<file path="src/sv/bmpd_pkg.sv">
// ----------------------------------------------------------------------------
// bmpd_pkg
// Shared types and constants for the BMP to RGBA decoder.
// ----------------------------------------------------------------------------
package bmpd_pkg;

  // Decode phase of the front end.
  typedef enum logic [2:0] {
    PH_HEADER = 3'd0,
    PH_SKIP   = 3'd1,
    PH_PIXELS = 3'd2,
    PH_PAD    = 3'd3,
    PH_DONE   = 3'd4,
    PH_ERROR  = 3'd5
  } phase_t;

  // Result status codes.
  localparam logic [2:0] ST_PIXEL    = 3'd0;
  localparam logic [2:0] ST_SIG      = 3'd1;
  localparam logic [2:0] ST_PLANES   = 3'd2;
  localparam logic [2:0] ST_BPP      = 3'd3;
  localparam logic [2:0] ST_COMPRESS = 3'd4;
  localparam logic [2:0] ST_DIM      = 3'd5;
  localparam logic [2:0] ST_PALETTE  = 3'd6;
  localparam logic [2:0] ST_TRUNC    = 3'd7;

  // Header layout.
  localparam logic [31:0] HDR_LEN    = 32'd50;
  localparam logic [5:0]  POS_OFFSET = 6'd10;
  localparam logic [5:0]  POS_WIDTH  = 6'd18;
  localparam logic [5:0]  POS_HEIGHT = 6'd22;
  localparam logic [5:0]  POS_PLANES = 6'd26;
  localparam logic [5:0]  POS_BPP    = 6'd28;
  localparam logic [5:0]  POS_COMPR  = 6'd30;
  localparam logic [5:0]  POS_PALCNT = 6'd46;

  localparam int QDEPTH = 4;

  // One result as produced by the front end; palette pixels are resolved later.
  typedef struct packed {
    logic       pal;
    logic       hit;
    logic [7:0] idx;
    logic [7:0] red;
    logic [7:0] green;
    logic [7:0] blue;
    logic [7:0] alpha;
    logic       last;
    logic [2:0] status;
  } result_t;

  // Queue entry: the results caused by one input byte.
  typedef struct packed {
    logic    two;
    result_t res0;
    result_t res1;
  } entry_t;

endpackage

</file>
<file path="src/sv/bmpd_queue.sv">
// ----------------------------------------------------------------------------
// bmpd_queue
// Short queue of per-byte result entries between front and back end.
// ----------------------------------------------------------------------------
module bmpd_queue import bmpd_pkg::*; (
  input  logic   clk,
  input  logic   rst,
  input  logic   push,
  input  entry_t push_entry,
  output logic   full,
  output logic   empty,
  input  logic   pop,
  output entry_t head
);

  localparam int AW = $clog2(QDEPTH);

  entry_t          slots [QDEPTH];
  logic [AW-1:0]   wr_ptr;
  logic [AW-1:0]   rd_ptr;
  logic [AW:0]     count;

  assign full  = (count == (AW+1)'(QDEPTH));
  assign empty = (count == '0);
  assign head  = slots[rd_ptr];

  // Storage.
  always_ff @(posedge clk) begin
    if (push) begin
      slots[wr_ptr] <= push_entry;
    end
  end

  // Pointers and fill count.
  always_ff @(posedge clk) begin
    if (rst) begin
      wr_ptr <= '0;
      rd_ptr <= '0;
      count  <= '0;
    end else begin
      if (push) begin
        wr_ptr <= wr_ptr + 1'b1;
      end
      if (pop) begin
        rd_ptr <= rd_ptr + 1'b1;
      end
      if (push && !pop) begin
        count <= count + 1'b1;
      end else if (pop && !push) begin
        count <= count - 1'b1;
      end
    end
  end

endmodule

</file>
<file path="config.mk">
export PLATFORM = sky130hd
export DESIGN_NAME = bmpd_queue
export DESIGN_NICKNAME = d
export VERILOG_FILES = /design/src/sv/bmpd_pkg.sv /design/src/sv/bmpd_queue.sv
export SDC_FILE = /design/constraint.sdc
export NUM_CORES = 1
export LEC_CHECK = 0
export ABC_CLOCK_PERIOD_IN_PS = 3950
export BUFFER_PORTS_ARGS = -buffer_cell sky130_fd_sc_hd__buf_2
export CORE_MARGIN = 1
export CORE_UTILIZATION = 50
export CTS_BUF_LIST = sky130_fd_sc_hd__clkbuf_4 sky130_fd_sc_hd__clkbuf_8 sky130_fd_sc_hd__clkbuf_16
export DETAILED_ROUTE_END_ITERATION = 8
export HOLD_SLACK_MARGIN = 0.02
export MAX_ROUTING_LAYER = met4
export PLACE_DENSITY = 0.74
export SYNTH_ARGS = -nofsm -noshare
export SYNTH_HDL_FRONTEND = slang
export SYNTH_SLANG_ARGS = --single-unit
</file>
<file path="constraint.sdc">
create_clock -name clk -period 3.95 [get_ports clk]
set_input_delay 1.185 -clock clk [delete_from_list [all_inputs] [get_ports clk]]
set_output_delay 1.185 -clock clk [all_outputs]
set_load 0.03 [all_outputs]
</file>
# Yosys cells after proc, flatten, opt, wreduce, memory -nomap -nowiden
# Memory sizes are Yosys's and may differ from the RTL's. A register that Yosys moved wholly into a read port is not among the register bits.
# Cells that the tools add are included.
[classes]
n_addsub = 4
eq_ne = 1
muxes = 6
reduce_logical = 6
[ops]
columns = ["op", "count"]
rows = [
  ["$mux W3", 2],
  ["$add A2 B1 Y2 const B", 2],
  ["$mux W2", 2],
  ["$add A3 B1 Y3 const B", 1],
  ["$eq A3 B3 Y1 const B", 1],
  ["$logic_not A3 Y1", 1],
  ["$sub A3 B1 Y3 const B", 1],
  ["$logic_and A1 B1 Y1", 2],
  ["$logic_not A1 Y1", 2],
  ["$mux W1", 2],
  ["$reduce_bool A2 Y1", 1],
]
[totals]
ff_bits = 7
mem_bits_rw = 372
inputBits = 97
out_inout_bits = 95
wordCells = 21
memories = 1
[memory_table]
columns = ["name", "words", "word_bits", "read_ports", "rd_clocked_by_memory_dff", "write_ports", "line_no", "rtl"]
rows = [
  ["slots", 4, 93, 1, 1, 1, "bmpd_queue.sv:18", "entry_t slots [QDEPTH];"],
]

# Logic depth before layout (Yosys ltp)
[depth]
word_depth = 4
depth_mapped = 7
mapped_depth_nobuf = 7

# Worst setup path before layout
# Ideal clock, no wire load.
[synth_path]
kind = "input port to flip-flop"
startpoint = "input push"
endpoint = "memory slots[0][0] (netlist bit), enable pin"
setup_ps = 462
arrival_ps = 3338
t_required_ps = 3488
slack_ps = 150
path_stages = 1
n_path_buf = 0
path_cell_list = "and2_1"
[synth_between]
elab_chain_len = 2
[synth_rtl]
columns = ["item", "line_no", "rtl"]
rows = [
  ["from (decl)", "bmpd_queue.sv:8", "input logic push,"],
  ["$mux W1", "bmpd_queue.sv:29", "if (push) begin"],
  ["$mux W1 (not written as such)", "bmpd_queue.sv:30", "slots[wr_ptr] <= push_entry;"],
  ["to (decl)", "bmpd_queue.sv:18", ""],
]
# No other way between the ends.

==> impl_metrics.ini <==
[power]
leakagePower_nw = 5.63
irDropWorstVdd_mv = 0.452
swShare_pct = 22.7
internal_power_mw = 7.32
power_frac_comb_pct = 11.2
switchingPower_mw = 2.15
power.density_nw_per_um2 = 570
clkPwrFrac_pct = 38.9
seq_power_share_pct = 49.9

[worst_setup_path]
rr_startpoint = wr_ptr[0]
setup.worst_path.end = head[76]
crit_path_start_kind = flip-flop
critPathKind = reg2out
critical_path_arrival_ps = 2320
cp.required_ps = 2760
crit_buf_inv = 2
crit_chain = buf_12 > mux4_2 > buf_2
path_delay_family = flip-flops
critical-path-slowest-cell = dfxtp_4
critPathMaxStageDelay_ps = 620
r2r_end = slots[3][50]
reg2reg_slack_ps = 2060
critical_path.endpoint_type = output port
crit_path_max_fanout = 40
crit_cells = 3
reg2regPathDepth = 3

[global_routing]
antenna_found_initial = 3
grt_pass1_wl_um = 39000
grt_overflow = 0
grt_max_degree = 63
grt_use_total_pct = 19.0
grt_pass1_vias = 6878

[clocking]
cts_made_buffers = 39
ctsResizeCount = 0
cts_hold_buf = 0
cts.path.max_buffers = 3
clock-sinks = 381
clkTransAtPathRegs_ps = 60
post_cts_buffers = 0
cts_tree = yes
clkLatencyLatePin_ps = 510
cts_root_buffer = clkbuf_16
ctsHtreeMaxLevel = 2

[placement]
portBuffers = 191
hpwl_um = 15400
place.gp.congestion = 0.739
placed_cells = 1053

[route]
viasPerCell = 5.56
top_layer_used = met4
wl_met2_um = 13100
wl_met3_um = 1570
wl_per_cell_um = 22.8
drt-met1-wl_um = 10600
drt-total-wl_um = 25700
ant_nets = 0
dr.pass1.iters = 5
num_vias = 6269
drt_iter0_drc = 527
drc = 0

[timing]
tightest_slew_ps = 650
fmax_ghz = 0.285
worst_clock_skew_ps = 8.08
max_slew_margin_pct = 56.7
hold_viol = 0
period_needed_ps = 3510
setup-tns-final_ps = 0
slew_viol_final = 0
finalSetupViolCount = 0
rsz0062_at_grt = false
period_share_pct = 88.8

[yosys]
synth.top_cell.area_share_pct = 80.7
ys_top_cells_by_area = edfxtp_1, mux4_2, dfxtp_1
syn-cell-area_um2 = 13800
yosys_warnings = 0
syn_area_per_cell_um2 = 26.2
seq_area_frac_synth_pct = 82.0
synthCells = 529
synthDistinctLibCells = 21
synth_top_area_cell = edfxtp_1
synth_fp_nets = 632
yosys_register_bits = 381

[worst_hold_path]
hp-class = reg2reg
hold_depth = 2

[final_layout]
fill_cells = 1835
final_common_cell = edfxtp_1
area_growth_syn_to_layout_pct = 19.9
multiInputGateArea_um2 = 2330
register_area_um2 = 11400
fin_cells = 1127
drive_gt1_share_pct = 46.5
nNetsFinal = 856
final_cell_mix = edfxtp_1, buf_2, mux4_2

[floorplanning]
die_h_um = 168
coreArea_um2 = 27000
die_width_um = 168
initial_utilization_pct = 51.2
num_rows = 60
dieArea_um2 = 28400
ioPinCount = 192

[flow_run]
cap_violations = 0

[status]
run_status = completed
cell families (layout without fill, tap and decap cells):
group | after synthesis | in the layout | synth area share, %
DFF | 381 | 381 | 82.0
muxes | 95 | 95 | 15.3
buffers and inverters | 25 | 278 | 1.24
and+or+nand+nor | 15 | 15 | 0.533
adders and majority gates | 6 | 6 | 0.596
xor gates and xnor gates | 5 | 5 | 0.316
AOI/OAI and AO/OA | 2 | 2 | 0.0722
other | 0 | 4 | 0
stage by stage:
| stage | total power, mW | hold WS (ps) | cell area, um^2 | util (%) | setup WS (ps) |
|---|---|---|---|---|---|
| floorplan | 5.53 | 466 | 13800 | - | 150 |
| global placement | 5.84 | 474 | 15300 | 56.5 | 966 |
| detailed placement | 5.88 | 501 | 15300 | 56.5 | 942 |
| CTS | 9.57 | 509 | 16600 | 61.4 | 373 |
| global route | 9.77 | 565 | 16600 | 61.4 | 293 |
| finish | 9.46 | 510 | 16600 | 61.4 | 441 |
worst min path at each step:
stage	from	endpoint	slack (ps)
after floorplan	count[2]	count[2]	470
after global placement	count[2]	count[2]	470
after detailed placement	count[2]	count[2]	500
after CTS	count[2]	count[2]	510
after global routing	count[2]	count[2]	570
final	count[2]	count[2]	510
flip-flops by register name, summed over array words and instances, names as in the netlist, named ones only:
signal	flops
slots	372
count	3
rd_ptr	2
wr_ptr	2
cell type report:
cell class,count,share of cell area [%]
antenna,4,0.0603
tap,341,2.57
sequential,381,68.4
clock buffer,50,6.59
inverter,4,0.0905
multi-input combinational,123,14.1
timing repair buffer,204,6.88
clock inverter,20,1.31
routing by layer:
| layer | up-vias | GRT usage [%] |
|---|---|---|
| li1 | 2725 | - |
| met1 | 3290 | 24.3 |
| met2 | 211 | 31.0 |
| met3 | 43 | 4.14 |
| met4 | 0 | 5.69 |
| met5 | - | - |
worst register-to-register path, cell delays in order, from the launching register on:
cell and delay (ps):
dfxtp_1 400, ha_1 180, and2_4 500, buf_12 420
Yosys cell counts (all sizes together):
master,n
inv,4
clkbuf,3
a21oi,1
or3,1
mux2i,2
o21ai,1
fa,1
dfxtp,9
nand2,1
ha,5
buf,18
xor2,3
nor2,7
mux4,93
and2,4
nor3,1
xnor2,2
edfxtp,372
nor3b,1
power by group through the flow:
stage	Clock (mW)	Sequential (mW)	Combinational, mW
final	3.68	4.72	1.06
after global placement	0	4.79	1.05
after global routing	3.91	4.74	1.12
after CTS	3.76	4.72	1.08
after floorplan	0	4.78	0.755
after detailed placement	0	4.81	1.08
Note: power is estimated with default switching activity, not from simulation.
