## src/sv/bmpd_pkg.sv

```systemverilog
// ----------------------------------------------------------------------------
// bmpd_pkg
// Shared types and constants for the BMP to RGBA decoder.
// ----------------------------------------------------------------------------
package bmpd_pkg;

  // Decode phase of the front end.
  typedef enum logic [2:0] {
    PH_HEADER = 3'd0,
    PH_SKIP   = 3'd1,
    PH_PIXELS = 3'd2,
    PH_PAD    = 3'd3,
    PH_DONE   = 3'd4,
    PH_ERROR  = 3'd5
  } phase_t;

  // Result status codes.
  localparam logic [2:0] ST_PIXEL    = 3'd0;
  localparam logic [2:0] ST_SIG      = 3'd1;
  localparam logic [2:0] ST_PLANES   = 3'd2;
  localparam logic [2:0] ST_BPP      = 3'd3;
  localparam logic [2:0] ST_COMPRESS = 3'd4;
  localparam logic [2:0] ST_DIM      = 3'd5;
  localparam logic [2:0] ST_PALETTE  = 3'd6;
  localparam logic [2:0] ST_TRUNC    = 3'd7;

  // Header layout.
  localparam logic [31:0] HDR_LEN    = 32'd50;
  localparam logic [5:0]  POS_OFFSET = 6'd10;
  localparam logic [5:0]  POS_WIDTH  = 6'd18;
  localparam logic [5:0]  POS_HEIGHT = 6'd22;
  localparam logic [5:0]  POS_PLANES = 6'd26;
  localparam logic [5:0]  POS_BPP    = 6'd28;
  localparam logic [5:0]  POS_COMPR  = 6'd30;
  localparam logic [5:0]  POS_PALCNT = 6'd46;

  localparam int QDEPTH = 4;

  // One result as produced by the front end; palette pixels are resolved later.
  typedef struct packed {
    logic       pal;
    logic       hit;
    logic [7:0] idx;
    logic [7:0] red;
    logic [7:0] green;
    logic [7:0] blue;
    logic [7:0] alpha;
    logic       last;
    logic [2:0] status;
  } result_t;

  // Queue entry: the results caused by one input byte.
  typedef struct packed {
    logic    two;
    result_t res0;
    result_t res1;
  } entry_t;

endpackage

```

## src/sv/bmpd_back.sv

```systemverilog
// ----------------------------------------------------------------------------
// bmpd_back
// Result stage: splits queue entries into single items, looks palette
// indices up in the palette RAM and holds the outgoing item.
// ----------------------------------------------------------------------------
module bmpd_back import bmpd_pkg::*; #(
  parameter int PALETTE_DEPTH = 256
) (
  input  logic                             clk,
  input  logic                             rst,
  input  entry_t                           head,
  input  logic                             q_empty,
  output logic                             pop,
  output logic                             pal_re,
  output logic [$clog2(PALETTE_DEPTH)-1:0] pal_raddr,
  input  logic [23:0]                      pal_rdata,
  output logic                             out_valid,
  input  logic                             out_ready,
  output logic [31:0]                      out_data,
  output logic                             out_last,
  output logic [2:0]                       out_status
);

  localparam int IW = $clog2(PALETTE_DEPTH);

  logic    sub;
  logic    load;
  logic    held_valid;
  result_t cur;
  result_t held;

  // Pick the next item from the head entry.
  assign cur       = sub ? head.res1 : head.res0;
  assign load      = !q_empty && (!held_valid || out_ready);
  assign pop       = load && (sub || !head.two);
  assign pal_re    = load;
  assign pal_raddr = cur.idx[IW-1:0];

  // Item sequencing and the output holding register.
  always_ff @(posedge clk) begin
    if (rst) begin
      sub        <= 1'b0;
      held_valid <= 1'b0;
    end else begin
      if (load) begin
        sub <= !pop;
      end
      if (load) begin
        held_valid <= 1'b1;
      end else if (out_ready) begin
        held_valid <= 1'b0;
      end
    end
  end

  always_ff @(posedge clk) begin
    if (load) begin
      held <= cur;
    end
  end

  // Palette pixels take their color from the RAM read issued at load.
  always_comb begin
    out_valid  = held_valid;
    out_last   = held.last;
    out_status = held.status;
    if (held.pal) begin
      out_data = held.hit ? {held.alpha, pal_rdata[7:0], pal_rdata[15:8], pal_rdata[23:16]}
                          : {held.alpha, 24'h000000};
    end else begin
      out_data = {held.alpha, held.blue, held.green, held.red};
    end
  end

endmodule

```

## config.mk

```make
export PLATFORM = sky130hd
export DESIGN_NAME = bmpd_back
export DESIGN_NICKNAME = d
export VERILOG_FILES = /design/src/sv/bmpd_pkg.sv /design/src/sv/bmpd_back.sv
export SDC_FILE = /design/constraint.sdc
export NUM_CORES = 1
export LEC_CHECK = 0
export BUFFER_PORTS_ARGS = -buffer_cell sky130_fd_sc_hd__buf_2
export CORE_UTILIZATION = 46
export CTS_BUF_LIST = sky130_fd_sc_hd__clkbuf_8
export CTS_CLUSTER_DIAMETER = 40
export DETAILED_ROUTE_END_ITERATION = 16
export GPL_ROUTABILITY_DRIVEN = 0
export PLACE_DENSITY = 0.88
export SETUP_SLACK_MARGIN = 0.5
export SYNTH_ARGS = -nofsm -noshare
export SYNTH_HDL_FRONTEND = slang
export SYNTH_SLANG_ARGS = --single-unit
```

## constraint.sdc

```tcl
create_clock -name clk -period 5 [get_ports clk]
set_input_delay 0.5 -clock clk [delete_from_list [all_inputs] [get_ports clk]]
set_output_delay 0.5 -clock clk [all_outputs]
set_load 0.03 [all_outputs]
```

## Word-level counts from Yosys, hierarchy flattened

Index checks and enable logic that the tools add are counted.

- Flip-flop bits (word level): 40
- Latch bits: 0
- Bits in writable memories: 0
- Memory bits (read-only): 0
- Logic and storage cells: 24
- Memories: 0

- Add/subtract/negate cells: 0
- Multipliers: 0
- Divide/modulo/power cells: 0
- Order comparisons: 0
- Equal/unequal tests: 0
- Shift-type cells: 0
- Mux-type cells: 5
- Bitwise operators: 0
- Reductions and logical operators: 9

Operators with widths:

| kind | count |
|---|---|
| 24-bit 2-to-1 mux | 2 |
| 46-bit 2-to-1 mux | 1 |
| 1-bit zero test | 4 |
| 1-bit logical AND | 2 |
| 1-bit logical OR | 2 |
| 1-bit 2-to-1 mux | 2 |
| 2-bit nonzero test | 1 |

## Longest topological paths before layout

Gate-level depths: netlist of run 1.

- Depth in word-level cells: 5
- Depth in mapped cells: 5
- Depth with buffers taken out: 3

## Worst setup path after synthesis of run 1

No wires, ideal clock.

- Kind: reg-to-output
- Start point: register held_valid, in the netlist out_valid
- End point: output pal_re
- Arrival time: 2.574 ns
- Required time: 4.500 ns
- Slack: 1.926 ns
- Cell stages (with the launch flop): 3
- Buffers on the path: 0
- Cell sequence: dfxtp_1 nor2b_1 nor2_1

- Word-level cells in the longest chain between the ends: 3

RTL lines:

| item | line | text |
|---|---|---|
| from (decl) | bmpd_back.sv:28 | `logic held_valid;` |
| from (signal assigned) | bmpd_back.sv:43 | `held_valid <= 1'b0;` |
| from (signal assigned) | bmpd_back.sv:49 | `held_valid <= 1'b1;` |
| from (signal assigned) | bmpd_back.sv:51 | `held_valid <= 1'b0;` |
| 1-bit zero test | bmpd_back.sv:34 | `assign load = !q_empty && (!held_valid \|\| out_ready);` |
| 1-bit logical OR | bmpd_back.sv:34 |  |
| 1-bit logical AND | bmpd_back.sv:34 |  |
| to (decl) | bmpd_back.sv:14 | `output logic pal_re,` |

Every way passes these cells.

## Worst setup path in the final report of run 1

- Start point: register held[45] (netlist name)
- End point: output out_data[22]

- Word-level cells in the longest chain between the ends: 1

RTL lines:

| item | line | text |
|---|---|---|
| from (decl) | bmpd_back.sv:30 | `result_t held;` |
| from (signal assigned) | bmpd_back.sv:58 | `held <= cur;` |
| 24-bit 2-to-1 mux | bmpd_back.sv:67 | `if (held.pal) begin` |
| to (decl) | bmpd_back.sv:19 | `output logic [31:0] out_data,` |

Every way passes these cells.

==> results of run 1 <==
==> cell families after synthesis <==
logic type | Yosys count | share of synthesized area [%]
AO/OA/AOI/OAI | 27 | 5.61
buffers and inverters | 54 | 13.9
flip-flops | 40 | 49.0
multiplexers | 46 | 26.0
AND/OR/NAND/NOR | 30 | 5.40
==> per-layer routing <==
layer | part of all wire, % | global-route usage [%]
met5 | 0 | 0
met4 | 1.6 | 8.18
met3 | 6.7 | 3.12
met2 | 55 | 36.6
met1 | 37 | 18.9
==> stage by stage <==
| stage | std cells | setup WS [ns] | power, mW | area [sq um] | hold WS, ns |
|---|---|---|---|---|---|
| CTS | 411 | 2.12 | 0.843 | 3180 | 0.378 |
| finish | 411 | 2.21 | 0.832 | 3180 | 0.386 |
| global placement | 403 | 2.56 | 0.642 | 3100 | 0.640 |
| global route | 411 | 2.02 | 0.874 | 3180 | 0.382 |
| detailed placement | 403 | 2.43 | 0.650 | 3100 | 0.656 |
| floorplan | 197 | 1.93 | 0.581 | 2410 | 0.569 |
==> layout by cell type (no fill, tap or decap), drive strengths merged <==
cell type / instances
nand2: 23
edfxtp: 38
nor2: 1
clkbuf: 5
nand3: 1
and2: 1
dfxtp: 2
or3b: 1
a21oi: 2
o21ai: 25
mux2: 46
nor2b: 2
inv: 27
buf: 168
nor3: 1
clkinv: 1
==> registers in the layout (all words and copies together), names as in the netlist <==
signal	count
held	34
out_status	3
out_last	1
out_valid	1
sub	1
==> power by group <==
part / switching [mW] / leakage [nW] / internal [mW] / total (mW)
Clock: 0.0996 / 0.0482 / 0.0929 / 0.193
Sequential: 0.00917 / 0.385 / 0.397 / 0.406
Combinational: 0.130 / 1.16 / 0.103 / 0.234
==> how the worst max path moves through the flow <==
| stage | endpoint | depth (start not counted) |
|---|---|---|
| after detailed placement | out_data[22] | 4 |
| after global placement | out_data[22] | 4 |
| final | out_data[22] | 4 |
| after global routing | out_data[1] | 4 |
| after CTS | out_data[22] | 4 |
| after floorplan | pal_re | 2 |
==> critical path: cells and delay by family (launching register included) <==
kind            cells  cell delay [ns]
simple gates        2             0.83
flops               1             0.80
compound gates      1             0.12
buf+inv             1             0.24
==> cell type report <==
type                            instances  area [sq um]  share of cell area [%]
Clock inverter                          3          11.3                   0.354
Multi-Input combinational cell        103           900                    28.3
Inverter                               25          93.8                    2.95
Timing Repair Buffer                  168           843                    26.5
Tap cell                               67          83.8                    2.63
Sequential cell                        40          1180                    37.1
Clock buffer                            5          68.8                    2.16
==> impl_metrics.tcl, run 1 <==
set metrics [dict create \
    run_status "complete, no violations" \
    chipWidth_microns 74.4 \
    whs_endpoint "sub" \
    cts_htree_levels 2 \
    synth_seq_cells 40 \
    worst-endpoint-arrival_ns 2.29 \
    finalCriticalPeriod_ns 2.79 \
    grt_max_degree 49 \
    min_path_cells 2 \
    cts_resized 0 \
    category_of_the_worst_setup_path_capture_point "output port" \
    max_freq_mhz 358 \
    cts.hold.buffers_added 0 \
    critical_path.reg2reg.startpoint "out_valid" \
    grt_setup_unrepaired "false" \
    critPathMaxFanout 26 \
    initial_utilization_pct 49.4 \
    worstSetupStartpoint "held[45]" \
    ir_drop_v 0.000174 \
    hold_class "in2reg" \
    setup-tns-final_ns 0 \
    yosys_most_used_dff "edfxtp_1" \
    synth_largest_area_cell "edfxtp_1" \
    drt_iter0_markers 81 \
    number_of_global_route_vias_before_repair 1739 \
    antenna_found_initial 0 \
    synth-edff-count 38 \
    clk_latency_ns 0.28 \
    grt_remaining_overflow 0 \
    drive_gt1_share_pct 64.5 \
    syn-cell-area_sq_um 2410 \
    number_of_vias_per_cell 4.51 \
    total_number_of_vias 1852 \
    synth_top_cells_by_count "edfxtp_1 (38), mux2_4 (29), inv_1 (25)" \
    grt_use_total_pct 18.6 \
    worst-r2r-cell-count 2 \
    synth-async-reset-ratio_pct 0 \
    cts_buffers 5 \
    top_level_ports 168 \
    synthDistinctLibCells 21 \
    ws_path_type "reg2out" \
    r2r_slack_ns 3.29 \
    critical_path.cell_chain "and2_1 -> nand2_1 -> o21ai_0 -> buf_2" \
    yosysSeqAreaShare_pct 49.0 \
    grt_first_pass_wirelength_microns 7470 \
    placementRows 25 \
    slew_viol_final 0 \
    path_clk_slew_ns 0.07 \
    synth.most_common_cell "edfxtp_1" \
    dp_hpwl_microns 3980 \
    startpoint_type "flop" \
    required_ns 4.50 \
    finalSetupViolCount 0 \
    antenna-diode-count 0 \
    max_stage_delay_ns 0.80 \
    design.final.nets 464 \
    wire_per_inst_microns 12.4 \
    design.core.area_sq_um 4880 \
    critical_path.slowest_cell "edfxtp_1" \
    die_ar_sq_um 5530 \
    ys.warnings.count 0 \
    worst_case_clock_buffer_depth 2 \
    hold_viol_final 0 \
    routed_wl_microns 5090 \
    max_cap_viol_count 0 \
    synth.top_cells.by_area "edfxtp_1 (47%), mux2_4 (18%), mux2_2 (7.9%), buf_4 (6.2%), inv_1 (3.9%)" \
    power.density_nw_per_um2 261 \
    leakage_nw 1.59 \
    firstDrtPassIters 4 \
    portBuffers 167 \
    synth_largest_type_area_fraction_pct 47.4 \
    final_core_util_pct 65.2 \
    crit-reg2reg-capture "held[4]" \
    clock_tree_from_tritoncts "built" \
    synth.avg_cell_area_sq_um 12.2 \
    postSynthCellCount 197 \
    dieHeight_microns 74.4 \
    drc_errors 0 \
    fillerInstances 385 \
    cts_sinks 40 \
    cts.repair_timing.setup_buffer_count 0 \
    clock_skew_ns 0.00300 \
    mappedNetlistNets 318 \
    portion_of_the_clock_cycle_consumed_by_the_worst_path_in_the_final_layout_pct 55.8 \
    worst_hold_startpoint "rst" \
    slew_headroom_pct 29.9 \
    cts_root_buffer "clkbuf_8" \
    antenna_violating_nets_post_route 0 \
    area_delta_synth_final_pct 32.2 \
    worst_slew_pin_slew_ns 1.05 \
]
Note: power is estimated with default switching activity, not from simulation.
==> run 2: changes to the inputs <==
--- a/config.mk
+++ b/config.mk
@@ -6,12 +6,12 @@
 export NUM_CORES = 1
 export LEC_CHECK = 0
 export BUFFER_PORTS_ARGS = -buffer_cell sky130_fd_sc_hd__buf_2
-export CORE_UTILIZATION = 46
+export CORE_UTILIZATION = 43
 export CTS_BUF_LIST = sky130_fd_sc_hd__clkbuf_8
 export CTS_CLUSTER_DIAMETER = 40
 export DETAILED_ROUTE_END_ITERATION = 16
 export GPL_ROUTABILITY_DRIVEN = 0
-export PLACE_DENSITY = 0.88
+export PLACE_DENSITY = 0.83
 export SETUP_SLACK_MARGIN = 0.5
 export SYNTH_ARGS = -nofsm -noshare
 export SYNTH_HDL_FRONTEND = slang
==> constraint.sdc (replaced) <==
create_clock -name clk -period 2.7 [get_ports clk]
set_input_delay 0.27 -clock clk [delete_from_list [all_inputs] [get_ports clk]]
set_output_delay 0.27 -clock clk [all_outputs]
set_load 0.03 [all_outputs]
==> run 2 against run 1 <==
Effect of this change:
- final cell count rose by 1.5%
- non-clock buffer count rose by 2
- via count rose by 2.0%
- utilization fell by 3.8 points
- routed wire length rose by 8.1%
- global-route usage rose by 0.93 points
- worst setup slack got worse by 1.4 ns
- sequential cell count did not move
- count of clock-buffer cells in the layout rose by 1
- critical path type unchanged
- largest cell class unchanged
==> impl_metrics.tcl, run 2 (same netlist as run 1, synthesis figures left out) <==
set metrics [dict create \
    worst_case_clock_buffer_depth 2 \
    worst-endpoint-arrival_ns 1.63 \
    placementRows 26 \
    layout_common_cells "buf_2 (167), edfxtp_1 (38), mux2_4 (29), inv_1 (27), nand2_1 (23)" \
    grt_setup_unrepaired "false" \
    critical_path.reg2reg.startpoint "sub" \
    worst-r2r-cell-count 2 \
    portion_of_the_clock_cycle_consumed_by_the_worst_path_in_the_final_layout_pct 70.3 \
    fillerInstances 456 \
    internal-power_mw 1.13 \
    final_core_util_pct 61.5 \
    min_path_cells 2 \
    slew_headroom_pct 35.4 \
    max_cap_viol_count 0 \
    cts_sinks 40 \
    slew_viol_final 0 \
    required_ns 2.43 \
    critPathMaxFanout 20 \
    max_flop_register "held" \
    path_clk_slew_ns 0.07 \
    clock_power_share_pct 24.6 \
    power.density_nw_per_um2 491 \
    ws_path_type "reg2out" \
    area_delta_synth_final_pct 33.7 \
    ir_drop_v 0.000314 \
    crit-reg2reg-capture "held[7]" \
    clock_tree_from_tritoncts "built" \
    ff_latch_area_sq_um 1180 \
    hold_class "in2reg" \
    grt_use_total_pct 19.5 \
    portBuffers 167 \
    multi_input_area_sq_um 907 \
    wire_per_inst_microns 13.2 \
    cts.hold.buffers_added 0 \
    power.switching_uw 453 \
    design_power_total_mw 1.58 \
    drive_gt1_share_pct 65.4 \
    design.core.area_sq_um 5240 \
    chipWidth_microns 76.8 \
    antenna-diode-count 0 \
    top_level_ports 168 \
    grt_remaining_overflow 0 \
    clk_latency_ns 0.28 \
    share_seq_of_total_power_pct 47.6 \
    cts_htree_levels 2 \
    initial_utilization_pct 46.0 \
    finalSetupViolCount 0 \
    category_of_the_worst_setup_path_capture_point "output port" \
    max_freq_mhz 527 \
    dp_hpwl_microns 4250 \
    largest_reg_flops 34 \
    grt_max_degree 26 \
    leakage_nw 1.61 \
    routed_wl_microns 5500 \
    clock_skew_ns 0.00501 \
    startpoint_type "flop" \
    grt_first_pass_wirelength_microns 8740 \
    drt_iter0_markers 60 \
    netSwitchingFraction_pct 28.6 \
    antenna_violating_nets_post_route 0 \
    cts_buffers 5 \
    setup-tns-final_ns 0 \
    layout.cells.most_common "buf_2" \
    firstDrtPassIters 4 \
    r2r_slack_ns 0.93 \
    cts_root_buffer "clkbuf_8" \
    number_of_vias_per_cell 4.53 \
    drc_errors 0 \
    whs_endpoint "sub" \
    antenna_found_initial 0 \
    worst_hold_startpoint "rst" \
    total_number_of_vias 1889 \
    run_status "complete, no violations" \
    number_of_global_route_vias_before_repair 1895 \
    design.final.nets 467 \
    hold_viol_final 0 \
    finalCriticalPeriod_ns 1.90 \
    die_ar_sq_um 5900 \
    p_comb_share_pct 27.8 \
    worst_slew_pin_slew_ns 0.968 \
    dieHeight_microns 76.8 \
]
## run 2: power groups by stage
stage | Sequential, mW | Combinational, mW | Clock, mW
2_1_floorplan | 0.762 | 0.315 | 0
3_3_place_gp | 0.765 | 0.429 | 0
3_5_place_dp | 0.768 | 0.440 | 0
4_1_cts | 0.754 | 0.443 | 0.403
5_1_grt | 0.757 | 0.472 | 0.440
6_report | 0.753 | 0.439 | 0.390
## run 2: worst max path at each step
stage	start	to	slack [ns]
global route	out_valid	pal_re	0.68
finish	out_valid	pal_re	0.80
detailed placement	out_valid	pal_re	0.74
CTS	held[45]	out_data[0]	0.61
floorplan	out_valid	held[10]	0.97
global placement	out_valid	pal_re	0.81
## run 2: critical path, cell delays in order (launching register included)
cell,delay (ns)
dfxtp_1,0.32
nor2b_1,0.22
nor2_4,0.50
buf_2,0.30
## run 2: final cells by class
type | count | area share, %
Clock inverter | 2 | 0.233
Multi-Input combinational cell | 104 | 28.2
Sequential cell | 40 | 36.7
Clock buffer | 6 | 2.57
Tap cell | 70 | 2.72
Inverter | 25 | 2.91
Timing Repair Buffer | 170 | 26.7
## run 2: what timing repair did
item	CTS	global route
setup buffers	0	0
cloned	1	0
pin swaps	1	0
setup endpoints to repair	1	16
gates resized for setup	0	1
## run 2: layer usage
| metal | wire, microns | vias to the layer above | global-route usage (%) |
|---|---|---|---|
| li1 | - | 953 | - |
| met1 | 2070 | 819 | 21.4 |
| met2 | 2990 | 111 | 36.0 |
| met3 | 367 | 6 | 4.88 |
| met4 | 69 | 0 | 6.92 |
| met5 | 0 | - | 0 |
## run 2: metrics by stage
| step | instance area [sq um] | worst slack [ns] | hold slack (ns) | cells |
|---|---|---|---|---|
| 2_1_floorplan | 2420 | 0.970 | 0.339 | 197 |
| 3_3_place_gp | 3120 | 0.805 | 0.446 | 408 |
| 3_5_place_dp | 3120 | 0.742 | 0.441 | 408 |
| 4_1_cts | 3220 | 0.610 | 0.130 | 417 |
| 5_1_grt | 3220 | 0.681 | 0.130 | 417 |
| 6_report | 3220 | 0.802 | 0.144 | 417 |
