$ cat src/sv/bmpd_pkg.sv
// ----------------------------------------------------------------------------
// bmpd_pkg
// Shared types and constants for the BMP to RGBA decoder.
// ----------------------------------------------------------------------------
package bmpd_pkg;

  // Decode phase of the front end.
  typedef enum logic [2:0] {
    PH_HEADER = 3'd0,
    PH_SKIP   = 3'd1,
    PH_PIXELS = 3'd2,
    PH_PAD    = 3'd3,
    PH_DONE   = 3'd4,
    PH_ERROR  = 3'd5
  } phase_t;

  // Result status codes.
  localparam logic [2:0] ST_PIXEL    = 3'd0;
  localparam logic [2:0] ST_SIG      = 3'd1;
  localparam logic [2:0] ST_PLANES   = 3'd2;
  localparam logic [2:0] ST_BPP      = 3'd3;
  localparam logic [2:0] ST_COMPRESS = 3'd4;
  localparam logic [2:0] ST_DIM      = 3'd5;
  localparam logic [2:0] ST_PALETTE  = 3'd6;
  localparam logic [2:0] ST_TRUNC    = 3'd7;

  // Header layout.
  localparam logic [31:0] HDR_LEN    = 32'd50;
  localparam logic [5:0]  POS_OFFSET = 6'd10;
  localparam logic [5:0]  POS_WIDTH  = 6'd18;
  localparam logic [5:0]  POS_HEIGHT = 6'd22;
  localparam logic [5:0]  POS_PLANES = 6'd26;
  localparam logic [5:0]  POS_BPP    = 6'd28;
  localparam logic [5:0]  POS_COMPR  = 6'd30;
  localparam logic [5:0]  POS_PALCNT = 6'd46;

  localparam int QDEPTH = 4;

  // One result as produced by the front end; palette pixels are resolved later.
  typedef struct packed {
    logic       pal;
    logic       hit;
    logic [7:0] idx;
    logic [7:0] red;
    logic [7:0] green;
    logic [7:0] blue;
    logic [7:0] alpha;
    logic       last;
    logic [2:0] status;
  } result_t;

  // Queue entry: the results caused by one input byte.
  typedef struct packed {
    logic    two;
    result_t res0;
    result_t res1;
  } entry_t;

endpackage

$ cat src/sv/bmpd_front.sv
// ----------------------------------------------------------------------------
// bmpd_front
// Byte parser: checks the header, captures the palette and turns pixel
// bytes into result entries for the back end.
// ----------------------------------------------------------------------------
module bmpd_front import bmpd_pkg::*; #(
  parameter int MAX_DIM       = 4096,
  parameter int PALETTE_DEPTH = 256
) (
  input  logic                             clk,
  input  logic                             rst,
  input  logic                             in_valid,
  output logic                             in_ready,
  input  logic [7:0]                       in_data,
  input  logic                             in_last,
  output logic                             push,
  output entry_t                           push_entry,
  input  logic                             q_full,
  input  logic                             q_empty,
  output logic                             pal_we,
  output logic [$clog2(PALETTE_DEPTH)-1:0] pal_waddr,
  output logic [23:0]                      pal_wdata
);

  localparam int DW = $clog2(MAX_DIM + 1);
  localparam int CW = $clog2(PALETTE_DEPTH + 1);
  localparam int IW = $clog2(PALETTE_DEPTH);

  // State registers.
  phase_t         phase, phase_next;
  logic [31:0]    pos, pos_next;
  logic [31:0]    offset, offset_next;
  logic [31:0]    base, base_next;
  logic [DW-1:0]  width, width_next;
  logic [DW-1:0]  height, height_next;
  logic [5:0]     bpp, bpp_next;
  logic [CW-1:0]  pcount, pcount_next;
  logic [DW-1:0]  col, col_next;
  logic [DW-1:0]  row, row_next;
  logic [23:0]    pend, pend_next;
  logic [1:0]     bip, bip_next;
  logic [1:0]     rbp, rbp_next;

  // Per-byte working signals.
  logic           accept;
  logic           in_skip_range;
  logic [31:0]    rel;
  logic           wr_slot;
  logic [5:0]     p;
  logic           fld;
  logic [5:0]     first;
  logic [1:0]     lenm1;
  logic [1:0]     k;
  logic [31:0]    word;
  logic           fdone;
  logic [2:0]     err;
  logic [1:0]     n;
  logic           row_end;
  logic [DW:0]    c1, c2, r1;
  result_t        res0, res1;

  // Palette capture window: byte offset into the palette and write slot.
  assign in_skip_range = (bpp <= 6'd8) && (pos >= base) && (pos < offset);
  assign rel           = pos - base;
  assign wr_slot       = (phase == PH_SKIP) && in_skip_range && (rel[1:0] == 2'd2);

  // Hold off a palette write while older pixels may still read the palette.
  assign in_ready = !q_full && !(wr_slot && !q_empty);
  assign accept   = in_valid && in_ready;

  assign push             = accept && (n != 2'd0);
  assign push_entry.two   = (n == 2'd2);
  assign push_entry.res0  = res0;
  assign push_entry.res1  = res1;

  assign pal_we    = accept && wr_slot;
  assign pal_waddr = rel[IW+1:2];
  assign pal_wdata = {in_data, pend[15:0]};

  // Header field decode: which little-endian field this byte belongs to.
  always_comb begin
    p     = pos[5:0];
    fld   = 1'b0;
    first = '0;
    lenm1 = '0;
    if (pos < HDR_LEN) begin
      if (p inside {[6'd10:6'd13]}) begin
        fld = 1'b1; first = POS_OFFSET; lenm1 = 2'd3;
      end else if (p inside {[6'd18:6'd21]}) begin
        fld = 1'b1; first = POS_WIDTH; lenm1 = 2'd3;
      end else if (p inside {[6'd22:6'd25]}) begin
        fld = 1'b1; first = POS_HEIGHT; lenm1 = 2'd3;
      end else if (p inside {[6'd26:6'd27]}) begin
        fld = 1'b1; first = POS_PLANES; lenm1 = 2'd1;
      end else if (p inside {[6'd28:6'd29]}) begin
        fld = 1'b1; first = POS_BPP; lenm1 = 2'd1;
      end else if (p inside {[6'd30:6'd33]}) begin
        fld = 1'b1; first = POS_COMPR; lenm1 = 2'd3;
      end else if (p inside {[6'd46:6'd49]}) begin
        fld = 1'b1; first = POS_PALCNT; lenm1 = 2'd3;
      end
    end
    k     = 2'(p - first);
    word  = (k == 2'd0) ? 32'(in_data)
                        : (32'(pend) | (32'(in_data) << {k, 3'b000}));
    fdone = fld && (k == lenm1);
  end

  // Next-state and result logic for one byte.
  always_comb begin
    phase_next  = phase;
    pos_next    = pos;
    offset_next = offset;
    base_next   = base;
    width_next  = width;
    height_next = height;
    bpp_next    = bpp;
    pcount_next = pcount;
    col_next    = col;
    row_next    = row;
    pend_next   = pend;
    bip_next    = bip;
    rbp_next    = rbp;
    err         = '0;
    n           = '0;
    row_end     = 1'b0;
    res0        = '0;
    res1        = '0;
    c1          = {1'b0, col} + 1'b1;
    c2          = c1 + 1'b1;
    r1          = {1'b0, row} + 1'b1;

    case (phase)
      PH_HEADER: begin
        if (pos == 32'd0 && in_data != 8'h42) begin
          err = ST_SIG;
        end
        if (pos == 32'd1 && in_data != 8'h4D) begin
          err = ST_SIG;
        end
        if (fld && !fdone) begin
          pend_next = word[23:0];
        end
        if (fdone) begin
          case (first)
            POS_OFFSET: offset_next = word;
            POS_WIDTH: begin
              if (word == 32'd0 || word > 32'(MAX_DIM)) err = ST_DIM;
              else width_next = DW'(word);
            end
            POS_HEIGHT: begin
              if (word == 32'd0 || word > 32'(MAX_DIM)) err = ST_DIM;
              else height_next = DW'(word);
            end
            POS_PLANES: begin
              if (word != 32'd1) err = ST_PLANES;
            end
            POS_BPP: begin
              if (word != 32'd4 && word != 32'd8 && word != 32'd24 && word != 32'd32)
                err = ST_BPP;
              else bpp_next = word[5:0];
            end
            POS_COMPR: begin
              if (word != 32'd0 && (word != 32'd3 || bpp != 6'd32)) err = ST_COMPRESS;
            end
            POS_PALCNT: begin
              if (word > 32'(PALETTE_DEPTH)) begin
                err = ST_PALETTE;
              end else if (bpp <= 6'd8 &&
                           (word == 32'd0 || offset < HDR_LEN + {word[29:0], 2'b00})) begin
                err = ST_PALETTE;
              end else begin
                pcount_next = CW'(word);
                base_next   = offset - {word[29:0], 2'b00};
                phase_next  = (offset <= HDR_LEN) ? PH_PIXELS : PH_SKIP;
              end
            end
            default: ;
          endcase
        end
      end

      PH_SKIP: begin
        if (in_skip_range) begin
          case (rel[1:0])
            2'd0:    pend_next[7:0]  = in_data;
            2'd1:    pend_next[15:8] = in_data;
            default: ;
          endcase
        end
        if ({1'b0, pos} + 33'd1 >= {1'b0, offset}) begin
          phase_next = PH_PIXELS;
        end
      end

      PH_PIXELS: begin
        if (bpp == 6'd4 || bpp == 6'd8) begin
          // Palette pixel(s): first index from the high nibble or whole byte.
          res0.pal    = 1'b1;
          res0.alpha  = 8'hFF;
          res0.status = ST_PIXEL;
          res0.idx    = (bpp == 6'd4) ? {4'h0, in_data[7:4]} : in_data;
          res0.hit    = 32'(res0.idx) < 32'(pcount);
          n           = 2'd1;
          if (c1 >= {1'b0, width}) begin
            row_end  = 1'b1;
            col_next = '0;
            row_next = DW'(r1);
            if (r1 >= {1'b0, height}) begin
              res0.last  = 1'b1;
              phase_next = PH_DONE;
            end
          end else if (bpp == 6'd4) begin
            res1.pal    = 1'b1;
            res1.alpha  = 8'hFF;
            res1.status = ST_PIXEL;
            res1.idx    = {4'h0, in_data[3:0]};
            res1.hit    = 32'(res1.idx) < 32'(pcount);
            n           = 2'd2;
            if (c2 >= {1'b0, width}) begin
              row_end  = 1'b1;
              col_next = '0;
              row_next = DW'(r1);
              if (r1 >= {1'b0, height}) begin
                res1.last  = 1'b1;
                phase_next = PH_DONE;
              end
            end else begin
              col_next = DW'(c2);
            end
          end else begin
            col_next = DW'(c1);
          end
        end else begin
          // Direct color: collect B, G (, R) and emit on the final byte.
          if (bip >= ((bpp == 6'd32) ? 2'd3 : 2'd2)) begin
            res0.status = ST_PIXEL;
            if (bpp == 6'd32) begin
              res0.red   = pend[23:16];
              res0.green = pend[15:8];
              res0.blue  = pend[7:0];
              res0.alpha = in_data;
            end else begin
              res0.red   = in_data;
              res0.green = pend[15:8];
              res0.blue  = pend[7:0];
              res0.alpha = 8'hFF;
            end
            n         = 2'd1;
            bip_next  = '0;
            pend_next = '0;
            if (c1 >= {1'b0, width}) begin
              row_end  = 1'b1;
              col_next = '0;
              row_next = DW'(r1);
              if (r1 >= {1'b0, height}) begin
                res0.last  = 1'b1;
                phase_next = PH_DONE;
              end
            end else begin
              col_next = DW'(c1);
            end
          end else begin
            case (bip)
              2'd0:    pend_next[7:0]   = in_data;
              2'd1:    pend_next[15:8]  = in_data;
              default: pend_next[23:16] = in_data;
            endcase
            bip_next = bip + 2'd1;
          end
        end
        rbp_next = rbp + 2'd1;
        if (row_end && phase_next == PH_PIXELS && rbp_next != 2'd0) begin
          phase_next = PH_PAD;
        end
      end

      PH_PAD: begin
        rbp_next = rbp + 2'd1;
        if (rbp_next == 2'd0) begin
          phase_next = PH_PIXELS;
        end
      end

      default: ;
    endcase

    // A header error replaces everything else from this byte.
    if (err != 3'd0) begin
      res0        = '0;
      res0.last   = 1'b1;
      res0.status = err;
      n           = 2'd1;
      phase_next  = PH_ERROR;
    end

    if (pos != 32'hFFFF_FFFF) begin
      pos_next = pos + 32'd1;
    end

    // End of file: report truncation if needed and re-arm.
    if (in_last) begin
      if (phase_next != PH_DONE && phase_next != PH_ERROR) begin
        res0        = '0;
        res0.last   = 1'b1;
        res0.status = ST_TRUNC;
        n           = 2'd1;
      end
      phase_next  = PH_HEADER;
      pos_next    = '0;
      offset_next = '0;
      base_next   = '0;
      width_next  = '0;
      height_next = '0;
      bpp_next    = '0;
      pcount_next = '0;
      col_next    = '0;
      row_next    = '0;
      pend_next   = '0;
      bip_next    = '0;
      rbp_next    = '0;
    end
  end

  // State update on each accepted byte.
  always_ff @(posedge clk) begin
    if (rst) begin
      phase  <= PH_HEADER;
      pos    <= '0;
      offset <= '0;
      base   <= '0;
      width  <= '0;
      height <= '0;
      bpp    <= '0;
      pcount <= '0;
      col    <= '0;
      row    <= '0;
      pend   <= '0;
      bip    <= '0;
      rbp    <= '0;
    end else if (accept) begin
      phase  <= phase_next;
      pos    <= pos_next;
      offset <= offset_next;
      base   <= base_next;
      width  <= width_next;
      height <= height_next;
      bpp    <= bpp_next;
      pcount <= pcount_next;
      col    <= col_next;
      row    <= row_next;
      pend   <= pend_next;
      bip    <= bip_next;
      rbp    <= rbp_next;
    end
  end

endmodule

$ cat config.mk
export PLATFORM = sky130hd
export DESIGN_NAME = bmpd_front
export DESIGN_NICKNAME = d
export VERILOG_FILES = /design/src/sv/bmpd_pkg.sv /design/src/sv/bmpd_front.sv
export SDC_FILE = /design/constraint.sdc
export NUM_CORES = 1
export LEC_CHECK = 0
export BUFFER_PORTS_ARGS = -buffer_cell sky130_fd_sc_hd__clkbuf_2
export CORE_MARGIN = 8
export CORE_UTILIZATION = 30
export CTS_CLUSTER_DIAMETER = 50
export DETAILED_ROUTE_END_ITERATION = 16
export GPL_ROUTABILITY_DRIVEN = 0
export SYNTH_ARGS = -nofsm -noshare
export SYNTH_HDL_FRONTEND = slang
export SYNTH_SLANG_ARGS = --single-unit
$ cat constraint.sdc
create_clock -name clk -period 11.5 [get_ports clk]
set_clock_uncertainty 0.1 [all_clocks]
set_input_delay 1.725 -clock clk [delete_from_list [all_inputs] [get_ports clk]]
set_output_delay 1.725 -clock clk [all_outputs]
set_load 0.01 [all_outputs]
# ---- Word level (Yosys, flattened, before mapping)
# Index checks and enable logic that the tools add are counted.
dict set report totals {
  register_bits 194
  latchBits 0
  ramBits 0
  mem_bits_ro 0
  inputBits 14
  out_inout_bits 128
  mem_count 0
}
dict set report classes {
  n_addsub 11
  mul 0
  n_div 0
  n_lt_le_gt_ge 29
  eq_ne 45
  shifts 1
  muxes 158
  bitwise 1
  reduce_logical 79
}
# operator n
set op_table {}
lappend op_table {{$mux W32} 14}
lappend op_table {{$mux W13} 25}
lappend op_table {{$mux W46} 4}
lappend op_table {{$mux W24} 5}
lappend op_table {{$mux W3} 26}
lappend op_table {{$mux W6} 13}
lappend op_table {{$logic_not A32 Y1} 2}
lappend op_table {{$lt A32 B32 Y1} 2}
lappend op_table {{$mux W12} 5}
lappend op_table {{$mux W9} 6}
lappend op_table {{$mux W10} 5}
lappend op_table {{$mux W8} 6}
lappend op_table {{$pmux W16 S3} 1}
lappend op_table {{$mux W2} 22}
lappend op_table {{$ge A14 B13 Y1} 3}
lappend op_table {{$mux W36} 1}
lappend op_table {{$add A32 B1 Y33 const B} 1}
lappend op_table {{$ge A33 B32 Y1} 1}
lappend op_table {{$add A32 B1 Y32 const B} 1}
lappend op_table {{$add A6 B32 Y32 const A} 1}
lappend op_table {{$eq A32 B1 Y1 const B} 1}
lappend op_table {{$ge A32 B32 Y1} 1}
lappend op_table {{$gt A32 B13 Y1 const B} 1}
lappend op_table {{$gt A32 B9 Y1 const B} 1}
lappend op_table {{other kinds (63)} 176}

# ---- Depth between registers and ports, before layout
dict set report logic_depth {
  ltp_word 31
  ltp_mapped 33
  depth_no_buf 28
}

# ---- Least setup slack after synthesis
# No wires, ideal clock.
dict set report synth_timing {
  path_type {reg-to-output}
  startpoint {register pos[0]}
  endpoint {output port push_entry[46] in the netlist's numbering}
  arrival_ns 6.158
  path_slack_ns 3.517
  stages_incl_launch_ff 28
  path_buffers 1
  path_cell_list {dfxtp_1 inv_1 buf_1 ha_1 or3b_1 a31o_1 nand4_1 o211a_4 a21oi_2 or4_4 nor3_4 nand4_2 nand4bb_4 or4_4 xnor2_1 nand2_1 ha_1 and4_1 nand3_1 a2111oi_0 o21ai_0 o2bb2ai_1 a21oi_1 nor2_1 o41ai_2 and4_1 o21ai_1 o211ai_1}
}
# item line_no
set synth_rtl {}
lappend synth_rtl {{start, declared} bmpd_front.sv:31} ;# logic [31:0] pos, pos_next;
lappend synth_rtl {{start signal, assigned} bmpd_front.sv:343} ;# pos <= pos_next;
lappend synth_rtl {{end, declared} bmpd_front.sv:17} ;# output entry_t push_entry,

==> summary.md <==
| Metric | Value |
|---|---|
| Worst IR drop on VDD | `0.110 mV` |
| Detail Route Antenna Nets | `0` |
| Leak | `8.19 nW` |
| Top post-synthesis cells by area | `dfxtp_1, ha_1, a21oi_1` |
| Library cell with the largest summed area after synthesis | `dfxtp_1` |
| First-pass GRT wire length | `100,000 µm` |
| Min-delay src | `base[26]` |
| 1st-pass router iterations | `5` |
| Critical Path RT | `9680 ps` |
| Reg-to-reg slack, setup | `2940 ps` |
| Synth top area share | `0.212` |
| Syn_area_per_cell | `7.43 µm²` |
| Number of fill cells | `6,455` |
| Outcome | `finished clean` |
| Seq/Total Area, Yosys | `0.212` |
| Worst Hold Path EP | `base[26]` |
| Setup violations, final | `0` |
| Reg2reg start | `pos[1]` |
| Most numerous cell in the Yosys netlist | `nor2_1` |
| Worst setup SP type | `flop` |
| Post-CTS Setup Inserts | `0` |
| Synthesis-stage register bit count | `194` |
| Cells after synthesis | `2,469` |
| Core area | `0.0605 mm²` |
| Fin. Hold Viols | `0` |
| YS warnings | `0` |
| Ports | `142` |
| DRT met1 WL | `30,000 µm` |
| Skew-Pair Late Insertion Delay | `500 ps` |
| Worst r2r dst | `base[26]` |
| Hold path cells | `2` |
| H-tree Lvls | `4` |
| EDFF count, synth | `0` |
| CP top delay family | `simple AND/OR/NAND/NOR gates` |
| Crit end category | `output port` |
| Arrival time worst endpoint | `8560 ps` |
| Number of diodes | `0` |
| CTS tree | `done` |
| Worst Setup SP | `pos[1]` |
| Design Power | `1.62 mW` |
| Total GRT Usage | `0.181` |
| FP Rows | `90` |
| RSZ-0062 raised after global routing | `no` |
| Clock sinks | `194` |
| Worst path slowest cell | `dfxtp_1` |
| Clock transition at path regs | `70 ps` |
| Routed wire per std cell | `19.8 µm` |
| Die X | `263 µm` |
| CP Max Fanout | `17` |
| CTS-repair resized insts | `0` |
| Max-slew headroom | `0.193` |
| Fin crit period | `10,390 ps` |
| Clk buf depth | `2` |
| HPWL after detailed placement | `49,500 µm` |
| Vias in the first global route | `16,700` |
| Die extent in y | `263 µm` |
| Final #Nets | `2,696` |
| Area Growth Syn to Fin | `7.64%` |
| Type of the most critical hold path | `flop to flop` |
| Final TNS setup | `0 ps` |
| Met2 WL post-DR | `28,100 µm` |
| Share of cells above drive strength 1 | `0.0867` |
| Vias | `18,000` |
| Cts bufs inserted | `17` |
| Slowest stage delay, CP | `750 ps` |
| Fin crit share | `0.903` |
| Post-synth top flop | `dfxtp_1` |
| Uppermost layer routed | `met4` |
| Most frequent cells after synthesis | `nor2_1, nand2_1, ha_1` |
| Hold_buf cts | `0` |
| Achievable clock frequency | `96.3 MHz` |
| DR iter-0 viols | `1,826` |
| Unique cell type count in the Yosys netlist | `102` |
| Synth async-reset ratio | `0` |
| WL met3 | `4880 µm` |
| Setup CP Type | `flop to output port` |
| DRC errors left | `0` |
| WP buf/inv | `2` |
| CTS root buf | `clkbuf_16` |
| Worst slew pin tran | `1200 ps` |
| I/O Buffers | `110` |
| FF-to-FF path depth | `27` |
| Cell area power density | `82.2 mW/mm²` |
| Post-Syn Area | `0.0184 mm²` |
| Die ar. | `0.0693 mm²` |
| Max-cap violation count | `0` |
| Initial antenna violation count | `0` |
| Remaining global-route overflow | `0` |
| Initial core utilization | `0.303` |
| Largest net degree at the start of global routing | `76` |
| Via density | `5.53` |
| WL final | `64,600 µm` |
| Slew Viols, Final | `0` |
-- routing by layer --
metal / up-vias / GRT usage
li1: 8720 / -
met1: 8519 / 0.252
met2: 700 / 0.278
met3: 96 / 0.0365
met4: 0 / 0.0544
met5: - / 0
-- worst register-to-register path, delay by kind of cell (launching register included) --
kind / cells / cell delay (ps)
adder cells (fa/ha/maj): 2 / 690
buffers and inverters: 2 / 700
AO/OA/AOI/OAI: 7 / 1850
AND/OR/NAND/NOR: 15 / 4280
XOR/XNOR: 1 / 150
flip-flops: 1 / 750
-- how the worst max path moves through the flow --
stage / endpoint / slack (ps) / cells after the start
floorplan: push_entry[46] / 3520 / 27
global placement: push_entry[46] / 1950 / 27
detailed placement: push_entry[46] / 1850 / 27
CTS: push_entry[46] / 1270 / 27
global route: push_entry[46] / 550 / 27
finish: push_entry[46] / 1110 / 27
-- cell usage in the layout, fill, tap and decap left out, types with 41 or more instances in the layout --
| cell | count |
|---|---|
| nand3_1 | 76 |
| xor2_1 | 48 |
| clkbuf_2 | 108 |
| a21oi_1 | 198 |
| inv_1 | 150 |
| nand3b_1 | 41 |
| a21o_1 | 54 |
| ha_1 | 213 |
| o21ai_0 | 165 |
| nand2b_1 | 43 |
| nand2_1 | 215 |
| dfxtp_1 | 194 |
| a22oi_1 | 50 |
| nor2_1 | 222 |
| xnor2_1 | 78 |
| nor3_1 | 89 |
-- final cells by class --
type | count | area [µm²] | area share
multi-input combinational | 1966 | 13000 | 0.658
sequential | 194 | 3880 | 0.197
tap | 782 | 978 | 0.0495
timing repair buffer | 134 | 737 | 0.0373
inverter | 154 | 578 | 0.0293
clock buffer | 20 | 457 | 0.0231
clock inverter | 11 | 130 | 0.00659
-- report_power, final --
part / switching (mW) / internal (mW)
Combinational: 0.208 / 0.0921
Sequential: 0.0157 / 0.679
Clock: 0.296 / 0.332
-- flip-flops by register name, summed over array words and instances (netlist names), 6 cells and up --
name,flops
pos,32
bpp,6
row,13
pend,24
height,13
offset,32
width,13
pcount,9
col,13
base,32
-- logic make-up (layout without fill, tap and decap cells) --
family                     count (synthesis)  in the layout  synth area share
AOI/OAI and AO/OA                        654            654             0.224
xor gates and xnor gates                 126            126            0.0601
adders and majority gates                217            217             0.149
buffers and inverters                    339            319            0.0877
DFF                                      194            194             0.212
muxes                                     29             29            0.0158
other                                      1             31          0.000204
and+or+nand+nor                          909            909             0.252
-- stage by stage --
stage | cells | cell area, µm² | utilization | hold WS, ps | worst slack, ps
final | 3261 | 19800 | 0.327 | 342 | 1110
after global routing | 3261 | 19800 | 0.327 | 360 | 551
after CTS | 3261 | 19800 | 0.327 | 346 | 1270
after detailed placement | 3230 | 19200 | 0.317 | 336 | 1850
after global placement | 3230 | 19200 | 0.317 | 330 | 1950
after floorplan | 2499 | 18500 | - | 316 | 3520
(Power assumes the default switching activity.)
